--- src/texture_residency_lru_cache_core_assert.svh ---
// assertion macros for the texture residency cache
`ifndef TEXTURE_RESIDENCY_LRU_CACHE_CORE_ASSERT_SVH
`define TEXTURE_RESIDENCY_LRU_CACHE_CORE_ASSERT_SVH

// same-cycle implication, checked outside reset
`define TLRU_ASSERT_NOW(lbl, ante, cons) \
  lbl: assert property (@(posedge clk) disable iff (!rst_n) (ante) |-> (cons)) \
    else $error("tlru check failed");

// next-cycle implication, checked outside reset
`define TLRU_ASSERT_NEXT(lbl, ante, cons) \
  lbl: assert property (@(posedge clk) disable iff (!rst_n) (ante) |=> (cons)) \
    else $error("tlru check failed");

`endif

--- src/tlru_pkg.sv ---
`default_nettype none
package tlru_pkg;

  localparam logic       CMD_LOOKUP  = 1'b0;
  localparam logic       CMD_FLUSH   = 1'b1;

  localparam logic [1:0] ACT_KEEP    = 2'd0;
  localparam logic [1:0] ACT_CREATE  = 2'd1;
  localparam logic [1:0] ACT_UPDATE  = 2'd2;
  localparam logic [1:0] ACT_FLUSHED = 2'd3;

  // one slot as held in the slot memory
  typedef struct packed {
    logic [31:0] kind;
    logic [31:0] key;
    logic [15:0] width;
    logic [15:0] height;
    logic [31:0] content_version;
    logic [31:0] pixel_version;
    logic [31:0] stamp;
  } slot_entry_t;

  typedef enum logic [1:0] {
    ST_IDLE,
    ST_SCAN,
    ST_WAIT,
    ST_FIN
  } tlru_state_t;

endpackage
`default_nettype wire

--- src/texture_residency_lru_cache_core.sv ---
// texture residency cache, fully associative with lru replacement
//
// input channel (in_valid/in_ready): one beat is a command. command 0 looks
// up an image by kind and key; command 1 flushes every slot.
// result channel (out_valid/out_ready): exactly one beat per input beat, in
// order, carrying slot, action, hit and evicted.
// a lookup reads every slot of the slot memory once, one slot per cycle, and
// then writes the chosen slot back; a flush skips the scan. one item is in
// work at a time.
// in_ready is high only while idle. a finished result waits in the output
// register; the next item may already be accepted and scanned, and it only
// holds in its final step while the previous result is still not taken.
// reset empties all slots at once (occupancy is kept in flip-flops) and
// clears the use counter; no clearing pass is needed.
`default_nettype none
`include "texture_residency_lru_cache_core_assert.svh"
module texture_residency_lru_cache_core
  import tlru_pkg::*;
#(
  parameter int SLOT_COUNT = 8
) (
  input  wire logic        clk,
  input  wire logic        rst_n,
  input  wire logic        in_valid,
  output logic             in_ready,
  input  wire logic        in_command,
  input  wire logic [31:0] in_image_kind,
  input  wire logic [31:0] in_image_key,
  input  wire logic [15:0] in_image_width,
  input  wire logic [15:0] in_image_height,
  input  wire logic [31:0] in_content_version,
  input  wire logic [31:0] in_pixel_version,
  output logic             out_valid,
  input  wire logic        out_ready,
  output logic [2:0]       out_slot,
  output logic [1:0]       out_action,
  output logic             out_hit,
  output logic             out_evicted
);

  localparam int IW = (SLOT_COUNT > 1) ? $clog2(SLOT_COUNT) : 1;
  localparam logic [IW-1:0] LAST_IDX = IW'(SLOT_COUNT - 1);

  tlru_state_t state_r, state_nxt;
  logic [IW-1:0] cnt_r, cnt_nxt;
  logic          rd_pend_r;
  logic [IW-1:0] rd_idx_r;
  logic [SLOT_COUNT-1:0] occ_r, occ_nxt;
  logic [31:0]   use_cnt_r, use_cnt_nxt;

  logic          req_cmd_r;
  logic [31:0]   req_kind_r, req_key_r, req_cv_r, req_pv_r;
  logic [15:0]   req_w_r, req_h_r;

  logic          out_valid_r, out_valid_nxt;
  logic [2:0]    out_slot_r, out_slot_nxt;
  logic [1:0]    out_action_r, out_action_nxt;
  logic          out_hit_r, out_hit_nxt;
  logic          out_evicted_r, out_evicted_nxt;

  logic          accept, out_free, scan_start;
  logic          rd_en, wr_en;
  slot_entry_t   rd_data, wr_data, hit_entry;
  logic          hit;
  logic [IW-1:0] hit_idx, old_idx, sel_idx, empty_idx;
  logic          any_empty;
  logic          resize;

  assign accept   = in_valid && in_ready;
  assign out_free = !out_valid_r || out_ready;

  // first empty slot, lowest index wins
  always_comb begin
    any_empty = 1'b0;
    empty_idx = '0;
    for (int i = SLOT_COUNT - 1; i >= 0; i--) begin
      if (!occ_r[i]) begin
        any_empty = 1'b1;
        empty_idx = IW'(i);
      end
    end
  end

  assign sel_idx = hit ? hit_idx : (any_empty ? empty_idx : old_idx);
  assign resize  = hit_entry.width != req_w_r || hit_entry.height != req_h_r;

  assign wr_data = '{kind: req_kind_r, key: req_key_r, width: req_w_r,
                     height: req_h_r, content_version: req_cv_r,
                     pixel_version: req_pv_r, stamp: use_cnt_r + 32'd1};

  tlru_slot_ram #(
    .DEPTH (SLOT_COUNT),
    .AW    (IW)
  ) u_ram (
    .clk     (clk),
    .wr_en   (wr_en),
    .wr_addr (sel_idx),
    .wr_data (wr_data),
    .rd_en   (rd_en),
    .rd_addr (cnt_r),
    .rd_data (rd_data)
  );

  tlru_scan #(
    .IW (IW)
  ) u_scan (
    .clk       (clk),
    .rst_n     (rst_n),
    .start     (scan_start),
    .rd_valid  (rd_pend_r),
    .rd_idx    (rd_idx_r),
    .rd_occ    (occ_r[rd_idx_r]),
    .rd_data   (rd_data),
    .req_kind  (req_kind_r),
    .req_key   (req_key_r),
    .hit       (hit),
    .hit_idx   (hit_idx),
    .hit_entry (hit_entry),
    .old_idx   (old_idx)
  );

  always_ff @(posedge clk) begin
    if (!rst_n) begin
      state_r     <= ST_IDLE;
      cnt_r       <= '0;
      rd_pend_r   <= 1'b0;
      occ_r       <= '0;
      use_cnt_r   <= '0;
      out_valid_r <= 1'b0;
    end else begin
      state_r     <= state_nxt;
      cnt_r       <= cnt_nxt;
      rd_pend_r   <= rd_en;
      occ_r       <= occ_nxt;
      use_cnt_r   <= use_cnt_nxt;
      out_valid_r <= out_valid_nxt;
    end
  end

  always_ff @(posedge clk) begin
    rd_idx_r      <= cnt_r;
    out_slot_r    <= out_slot_nxt;
    out_action_r  <= out_action_nxt;
    out_hit_r     <= out_hit_nxt;
    out_evicted_r <= out_evicted_nxt;
    if (accept) begin
      req_cmd_r  <= in_command;
      req_kind_r <= in_image_kind;
      req_key_r  <= in_image_key;
      req_w_r    <= in_image_width;
      req_h_r    <= in_image_height;
      req_cv_r   <= in_content_version;
      req_pv_r   <= in_pixel_version;
    end
  end

  always_comb begin
    state_nxt       = state_r;
    cnt_nxt         = cnt_r;
    occ_nxt         = occ_r;
    use_cnt_nxt     = use_cnt_r;
    in_ready        = 1'b0;
    scan_start      = 1'b0;
    rd_en           = 1'b0;
    wr_en           = 1'b0;
    out_valid_nxt   = out_valid_r && !out_ready;
    out_slot_nxt    = out_slot_r;
    out_action_nxt  = out_action_r;
    out_hit_nxt     = out_hit_r;
    out_evicted_nxt = out_evicted_r;
    case (state_r)
      ST_IDLE: begin
        in_ready = 1'b1;
        if (in_valid) begin
          scan_start = 1'b1;
          cnt_nxt    = '0;
          state_nxt  = (in_command == CMD_FLUSH) ? ST_FIN : ST_SCAN;
        end
      end
      ST_SCAN: begin
        rd_en = 1'b1;
        if (cnt_r == LAST_IDX) begin
          state_nxt = ST_WAIT;
        end else begin
          cnt_nxt = cnt_r + IW'(1);
        end
      end
      ST_WAIT: begin
        // last slot read is being folded into the scan result
        state_nxt = ST_FIN;
      end
      ST_FIN: begin
        if (out_free) begin
          out_valid_nxt = 1'b1;
          state_nxt     = ST_IDLE;
          if (req_cmd_r == CMD_FLUSH) begin
            // stale memory contents are never read for an empty slot
            occ_nxt         = '0;
            out_slot_nxt    = 3'd0;
            out_action_nxt  = ACT_FLUSHED;
            out_hit_nxt     = 1'b0;
            out_evicted_nxt = 1'b0;
          end else begin
            wr_en            = 1'b1;
            occ_nxt[sel_idx] = 1'b1;
            use_cnt_nxt      = use_cnt_r + 32'd1;
            out_slot_nxt     = 3'(sel_idx);
            out_hit_nxt      = hit;
            out_evicted_nxt  = !hit && occ_r[sel_idx];
            if (!hit || resize) begin
              out_action_nxt = ACT_CREATE;
            end else if (hit_entry.content_version == req_cv_r &&
                         hit_entry.pixel_version == req_pv_r) begin
              out_action_nxt = ACT_KEEP;
            end else begin
              out_action_nxt = ACT_UPDATE;
            end
          end
        end
      end
      default: begin
        state_nxt = ST_IDLE;
      end
    endcase
  end

  assign out_valid   = out_valid_r;
  assign out_slot    = out_slot_r;
  assign out_action  = out_action_r;
  assign out_hit     = out_hit_r;
  assign out_evicted = out_evicted_r;

  `TLRU_ASSERT_NEXT(a_busy_after_accept, accept, !in_ready)
  `TLRU_ASSERT_NOW(a_flush_beat_shape, out_valid && out_action == ACT_FLUSHED,
    out_slot == 3'd0 && !out_hit && !out_evicted)
  `TLRU_ASSERT_NOW(a_hit_not_evicted, out_valid && out_hit,
    !out_evicted && out_action != ACT_FLUSHED)
  `TLRU_ASSERT_NEXT(a_flush_empties, state_r == ST_FIN && out_free && req_cmd_r == CMD_FLUSH,
    occ_r == '0)

endmodule
`default_nettype wire

--- src/tlru_slot_ram.sv ---
`default_nettype none
module tlru_slot_ram
  import tlru_pkg::*;
#(
  parameter int DEPTH = 8,
  parameter int AW    = 3
) (
  input  wire logic          clk,
  input  wire logic          wr_en,
  input  wire logic [AW-1:0] wr_addr,
  input  wire slot_entry_t   wr_data,
  input  wire logic          rd_en,
  input  wire logic [AW-1:0] rd_addr,
  output slot_entry_t        rd_data
);

  slot_entry_t mem [DEPTH];
  slot_entry_t rd_data_r;

  always_ff @(posedge clk) begin
    if (wr_en) begin
      mem[wr_addr] <= wr_data;
    end
  end

  always_ff @(posedge clk) begin
    if (rd_en) begin
      rd_data_r <= mem[rd_addr];
    end
  end

  assign rd_data = rd_data_r;

endmodule
`default_nettype wire

--- src/tlru_scan.sv ---
`default_nettype none
module tlru_scan
  import tlru_pkg::*;
#(
  parameter int IW = 3
) (
  input  wire logic          clk,
  input  wire logic          rst_n,
  input  wire logic          start,
  input  wire logic          rd_valid,
  input  wire logic [IW-1:0] rd_idx,
  input  wire logic          rd_occ,
  input  wire slot_entry_t   rd_data,
  input  wire logic [31:0]   req_kind,
  input  wire logic [31:0]   req_key,
  output logic               hit,
  output logic [IW-1:0]      hit_idx,
  output slot_entry_t        hit_entry,
  output logic [IW-1:0]      old_idx
);

  logic        hit_r;
  logic        found_r;
  logic [IW-1:0] hit_idx_r;
  slot_entry_t hit_entry_r;
  logic [IW-1:0] old_idx_r;
  logic [31:0] old_stamp_r;
  logic        match;
  logic        older;

  assign match = rd_valid && rd_occ && !hit_r &&
                 rd_data.kind == req_kind && rd_data.key == req_key;
  // strict compare keeps the lowest index among equal stamps
  assign older = rd_valid && rd_occ && (!found_r || rd_data.stamp < old_stamp_r);

  always_ff @(posedge clk) begin
    if (!rst_n) begin
      hit_r   <= 1'b0;
      found_r <= 1'b0;
    end else if (start) begin
      hit_r   <= 1'b0;
      found_r <= 1'b0;
    end else begin
      if (match) hit_r <= 1'b1;
      if (older) found_r <= 1'b1;
    end
  end

  always_ff @(posedge clk) begin
    if (match) begin
      hit_idx_r   <= rd_idx;
      hit_entry_r <= rd_data;
    end
    if (older) begin
      old_idx_r   <= rd_idx;
      old_stamp_r <= rd_data.stamp;
    end
  end

  assign hit       = hit_r;
  assign hit_idx   = hit_idx_r;
  assign hit_entry = hit_entry_r;
  assign old_idx   = old_idx_r;

endmodule
`default_nettype wire

--- config.mk ---
export PLATFORM = sky130hd
export DESIGN_NAME = texture_residency_lru_cache_core
export DESIGN_NICKNAME = d
export VERILOG_FILES = /design/src/tlru_pkg.sv /design/src/texture_residency_lru_cache_core.sv /design/src/tlru_slot_ram.sv /design/src/tlru_scan.sv
export VERILOG_INCLUDE_DIRS = /design/src /design/src/src
export SDC_FILE = /design/constraint.sdc
export NUM_CORES = 2
export LEC_CHECK = 0
export CAP_MARGIN = 30
export CORE_ASPECT_RATIO = 1.1
export CORE_MARGIN = 3
export CORE_UTILIZATION = 57
export DETAILED_ROUTE_END_ITERATION = 12
export DONT_BUFFER_PORTS = 1
export PLACE_DENSITY = 0.75
export SETUP_SLACK_MARGIN = 0.5
export SYNTH_ARGS = -nofsm -noshare
export SYNTH_HDL_FRONTEND = slang
export SYNTH_SLANG_ARGS = --single-unit
--- constraint.sdc ---
create_clock -name clk -period 12.9 [get_ports clk]
set_input_delay 2.58 -clock clk [delete_from_list [all_inputs] [get_ports clk]]
set_output_delay 2.58 -clock clk [all_outputs]
set_load 0.02 [all_outputs]
== Word level (Yosys, flattened, before mapping) ==
Memory sizes are Yosys's and may differ from the RTL's. A register that Yosys moved wholly into a read port is not among the register bits.
Cells that the tools add are included.
Word-level totals
  flip-flop bits (word level): 354
  RAM bits: 1536
  output and inout port bits: 9
  logic and storage cells: 124
  memories: 1
Memories
  u_ram.mem: words 8, bits a word 192, rd ports 1, clocked after Yosys merged registers in 1, write ports 1, line tlru_slot_ram.sv:17  | slot_entry_t mem [DEPTH];
Cells by class
  add/sub/neg operators: 2
  magnitude comparators: 4
  equal/unequal tests: 14
  muxes and demuxes: 46
  bitwise logic cells: 3
  reduce and logical (&&, ||, !) cells: 26
Operator list (count)
  32-bit equality test: 4
  3-bit 2-to-1 mux: 12
  32-bit by 1-bit adder with 32-bit output, second input constant: 1
  32-bit < comparator: 1
  16-bit != test: 2
  1-bit 2-to-1 mux: 22
  2-bit 2-to-1 mux: 6
  1-bit logical AND: 10
  3-bit AND reduction: 3
  3-bit by 4-bit < comparator with 1-bit output, second input constant: 2
  8-bit 2-to-1 mux: 1
  2-bit != test, second input constant: 4
  8-bit OR: 1
  2-bit case mux with 4 select lines: 1
  1-bit binary-select mux with 3-bit select: 2
  3-bit case mux with 2 select lines: 1
  2-bit equality test, second input constant: 2
  1-bit zero test: 4
  1-bit logical OR: 4
  2-bit OR reduction: 2
  3-bit by 1-bit adder with 3-bit output, second input constant: 1
  1-bit demux with 3-bit select: 1
  3-bit equality test, second input constant: 1
  3-bit by 1-bit >= comparator with 1-bit output, second input constant: 1
  5 further kinds: 6

== Logic depth before layout (Yosys ltp) ==
  depth after elaboration: 16
  mapped depth: 8
  gate-level depth less buffers: 8

== Cells and area by module ==
From an unflattened synthesis, not the netlist that was laid out.
Second synthesis, totals
  cell total of the unflattened synthesis: 3536
  area, all modules: 82097.5 µm²
Modules (own cells, without submodules)
  tlru_slot_ram: times used 1, cells an instance 2424, area each 64403.0 µm², seq. area each 51889.8 µm²
  texture_residency_lru_cache_core: times used 1, cells an instance 650, area each 9019.9 µm², seq. area each 6045.8 µm²
  tlru_scan: times used 1, cells an instance 462, area each 8674.6 µm², seq. area each 6946.7 µm²

== Worst setup path after synthesis ==
OpenSTA, ideal clock, no wires.
  path kind: input-to-reg
  start point: in out_ready
  end point: mem u_ram.mem[3][0] in the netlist's numbering, enable pin
  arrival time: 11.482 ns
  path slack: 0.670 ns
  stages on the path: 5
  buffers on the path: 1
  cells stage by stage: nor2b_1 nor3b_2 clkbuf_1 nand2_1 nor2_1
On the way
  longest elaborated chain between the ends: 5
RTL lines
  start, declared: line texture_residency_lru_cache_core.sv:34  | input wire logic out_ready,
  1-bit logical OR: line texture_residency_lru_cache_core.sv:70  | assign out_free = !out_valid_r || out_ready;
  1-bit 2-to-1 mux: line texture_residency_lru_cache_core.sv:193  | if (out_free) begin
  1-bit 2-to-1 mux: line texture_residency_lru_cache_core.sv:171  | case (state_r)
  1-bit 2-to-1 mux: line tlru_slot_ram.sv:21  | if (wr_en) begin
  1-bit 2-to-1 mux (not written as such): line tlru_slot_ram.sv:22  | mem[wr_addr] <= wr_data;
  end, declared: line tlru_slot_ram.sv:17
No other way between the ends.

== Worst setup path after layout ==
  start point: in out_ready
  end point: mem u_ram.mem[5][46] in the netlist's numbering, enable pin
Same word-level chain as after synthesis.

==> metrics <==
initial core utilization=57.6%; Finished Core Util=64.1%; grt met1 use=29.6%; Period Utilization, post-route=38.5%; core box area=0.135 mm^2; Post-Syn Nets=3,622; CTS tree=built; HP Start=u_ram.rd_data[88]; Multi-input gate area=0.0152 mm^2; # DRC=0; Worst Setup End Kind=flip-flop; Hold Path End=u_scan.hit_entry[88]; post-synth design cell area=0.0778 mm^2; final setup margin=7930 ps; Synth area leaders=edfxtp_1 (78%), mux4_2 (11%), mux2_2 (2.8%); FMAX=201 MHz; Total Power=15.7 mW; DP Cell Count=5,139; Die Width=358 um; cell with the most instances after synthesis=edfxtp_1; total number of vias=33,756; half-perimeter wire length after placement=79,100 um; pin count of the biggest net entering global routing=135; Syn. warnings=0; Post-CTS Setup Repair Bufs=0; Root Driver=clkbuf_16; die height=393 um; DRT Pass-1 Iters=5; Final Setup Violations=0; RSZ-0062 raised after global routing=no; Setup TNS Final=0 ps; Non-Filler Instances=5,525; gpl congestion=0.770; die area=0.141 mm^2; met3 Use GR=4.76%; First DRT Iteration DRCs=3,571; top-level port count=174; post-synth top area share=78.4%; flop2flop setup slack=8530 ps; Final Hold Vio Count=0; GR Overflow Total=0; critical path class=in2reg; syn avg cell area=22.8 um^2; Main synth FF type=edfxtp_1; FF-to-FF path depth=5; Post-synth EDFFs=2,030; antenna violations before repair=23; hold depth=0; Antenna Nets Post-Route=0; vias in the first global route=35,139; fillers=8,453; final max-slew violation count=0; Clk Latency, worst-skew pair=820 ps; Hold Crit Class=reg2reg; fin crit period=4970 ps; gr busiest metal=met2; Reg area=0.0620 mm^2; Area Overhead vs Synth=11.3%; share of cells above drive strength 1=25.5%; clk buf depth=3; pwr dens=182 mW/mm^2; clk sink count=2,082; RR Endpoint=u_ram.rd_data[172]; Worst-path clk slew=60 ps; Yosys top cell by area=edfxtp_1; worst slew pin tran=1060 ps; # nets final=3,758; Slew headroom=29.3%; Startpoint Class=input port; Placement Setup Slack=7110 ps; DRT Wirelength=151,000 um; Global Route met2 Usage=35.4%; row count=141; H-Tree Depth=4; cts bufs inserted=194; CP Data Required Time=13,320 ps; PortBufs=0; run status=finished clean; worst r2r src=cnt_r[0]; Wirelength per Cell=27.3 um; CTS resizes=0; Peak VDD IR=166 uV; first-pass GRT wire length=226,000 um; Leakage=26.5 nW; MaxCap Viol Count=0; Clock Skew=30.3 ps; fraction of registers with async set or reset after synthesis=0%; register area share after synthesis=79.7%; register bit total from synthesis=2,082; CP Data Arrival Time=5390 ps; top cells by count, synth=edfxtp_1 (2,030), mux4_2 (385), mux2_2 (192); cts hold-fix bufs=0; Synth cell types=66; Post-Syn Instances=3,419; Max FO, Critical Path=52; via/cell ratio=6.11; gr usage total=21.7%
-- area by class of cell --
cell class | instances | area share (%)
Antenna cell | 14 | 0.0405
Sequential cell | 2082 | 71.6
Clock buffer | 241 | 5.83
Timing Repair Buffer | 61 | 0.905
Inverter | 49 | 0.212
Multi-Input combinational cell | 1167 | 17.5
Tap cell | 1787 | 2.58
Clock inverter | 124 | 1.27
-- routing by layer --
layer / wire length [um] / vias up
li1: - / 14411
met1: 59700 / 17842
met2: 76400 / 1258
met3: 11000 / 233
met4: 3590 / 12
met5: 91 / -
-- cells by family (layout without fill, tap and decap cells) --
logic type               after synthesis  count (layout)  synth area share (%)
flip-flops                          2082            2082                  79.7
multiplexers                         578             578                  14.0
AND/OR/NAND/NOR                      258             258                  1.77
XOR/XNOR                             204             204                  2.30
buffers and inverters                170             475                 0.898
AO/OA/AOI/OAI                         89              89                 0.754
adder cells (fa/ha/maj)               38              38                 0.611
other                                  0              14                     0
-- worst max-delay path, stage by stage --
cell and delay (ps):
nor2b_1 90, nor3b_2 180, buf_4 290, nand2_1 280, nor2_4 270, buf_12 230
buf_4 500, buf_4 830
-- power by group --
| part | internal, mW | total (mW) | switching, mW |
|---|---|---|---|
| registers | 8.23 | 8.71 | 0.476 |
| logic | 0.740 | 1.52 | 0.783 |
| clock network | 3.06 | 5.49 | 2.43 |
| total | 12.0 | 15.7 | 3.69 |
-- layout by cell type, fill, tap and decap left out, drive strengths merged, types with 8 or more instances in the layout --
cell type / n
edfxtp: 2030
bufinv: 13
mux2: 192
nand4: 31
dfxtp: 52
or3: 9
clkbuf: 242
mux4: 386
nor4: 30
nand2b: 8
nor2: 68
nand2: 48
xnor2: 77
diode: 14
a21oi: 28
o21ai: 13
ha: 38
xor2: 127
inv: 58
nor2b: 8
clkinv: 95
buf: 60
nand3: 21
nor3: 8
a21o: 8
-- how the worst max path moves through the flow --
stage,startpoint,to,slack (ps),cells after the start
floorplan,out_ready,u_ram.mem[3][0],670,5
global placement,out_ready,u_ram.mem[5][87],6640,7
detailed placement,out_ready,u_ram.mem[5][87],7110,8
CTS,out_ready,u_ram.mem[5][93],7980,8
global route,out_ready,u_ram.mem[5][46],7840,8
finish,out_ready,u_ram.mem[5][46],7930,8
-- through the flow --
stage | hold slack (ps) | cell area, um^2
2_1_floorplan | 353 | 77800
3_3_place_gp | 401 | 80000
4_1_cts | 393 | 86400
5_1_grt | 411 | 86600
3_5_place_dp | 405 | 80200
6_report | 394 | 86600
-- state kept, by name (all words and copies together) (netlist names), 2 cells and up --
name / cells
req_pv_r: 32
u_scan.hit_entry: 96
u_ram.mem: 1536
u_scan.old_stamp_r: 32
use_cnt_r: 32
u_scan.old_idx: 3
req_h_r: 16
occ_r: 8
out_slot: 3
req_cv_r: 32
state_r: 2
u_ram.rd_data: 192
req_kind_r: 32
rd_idx_r: 3
out_action: 2
req_key_r: 32
u_scan.hit_idx: 3
req_w_r: 16
cnt_r: 3
No activity file was read; power rests on OpenSTA's default activity.
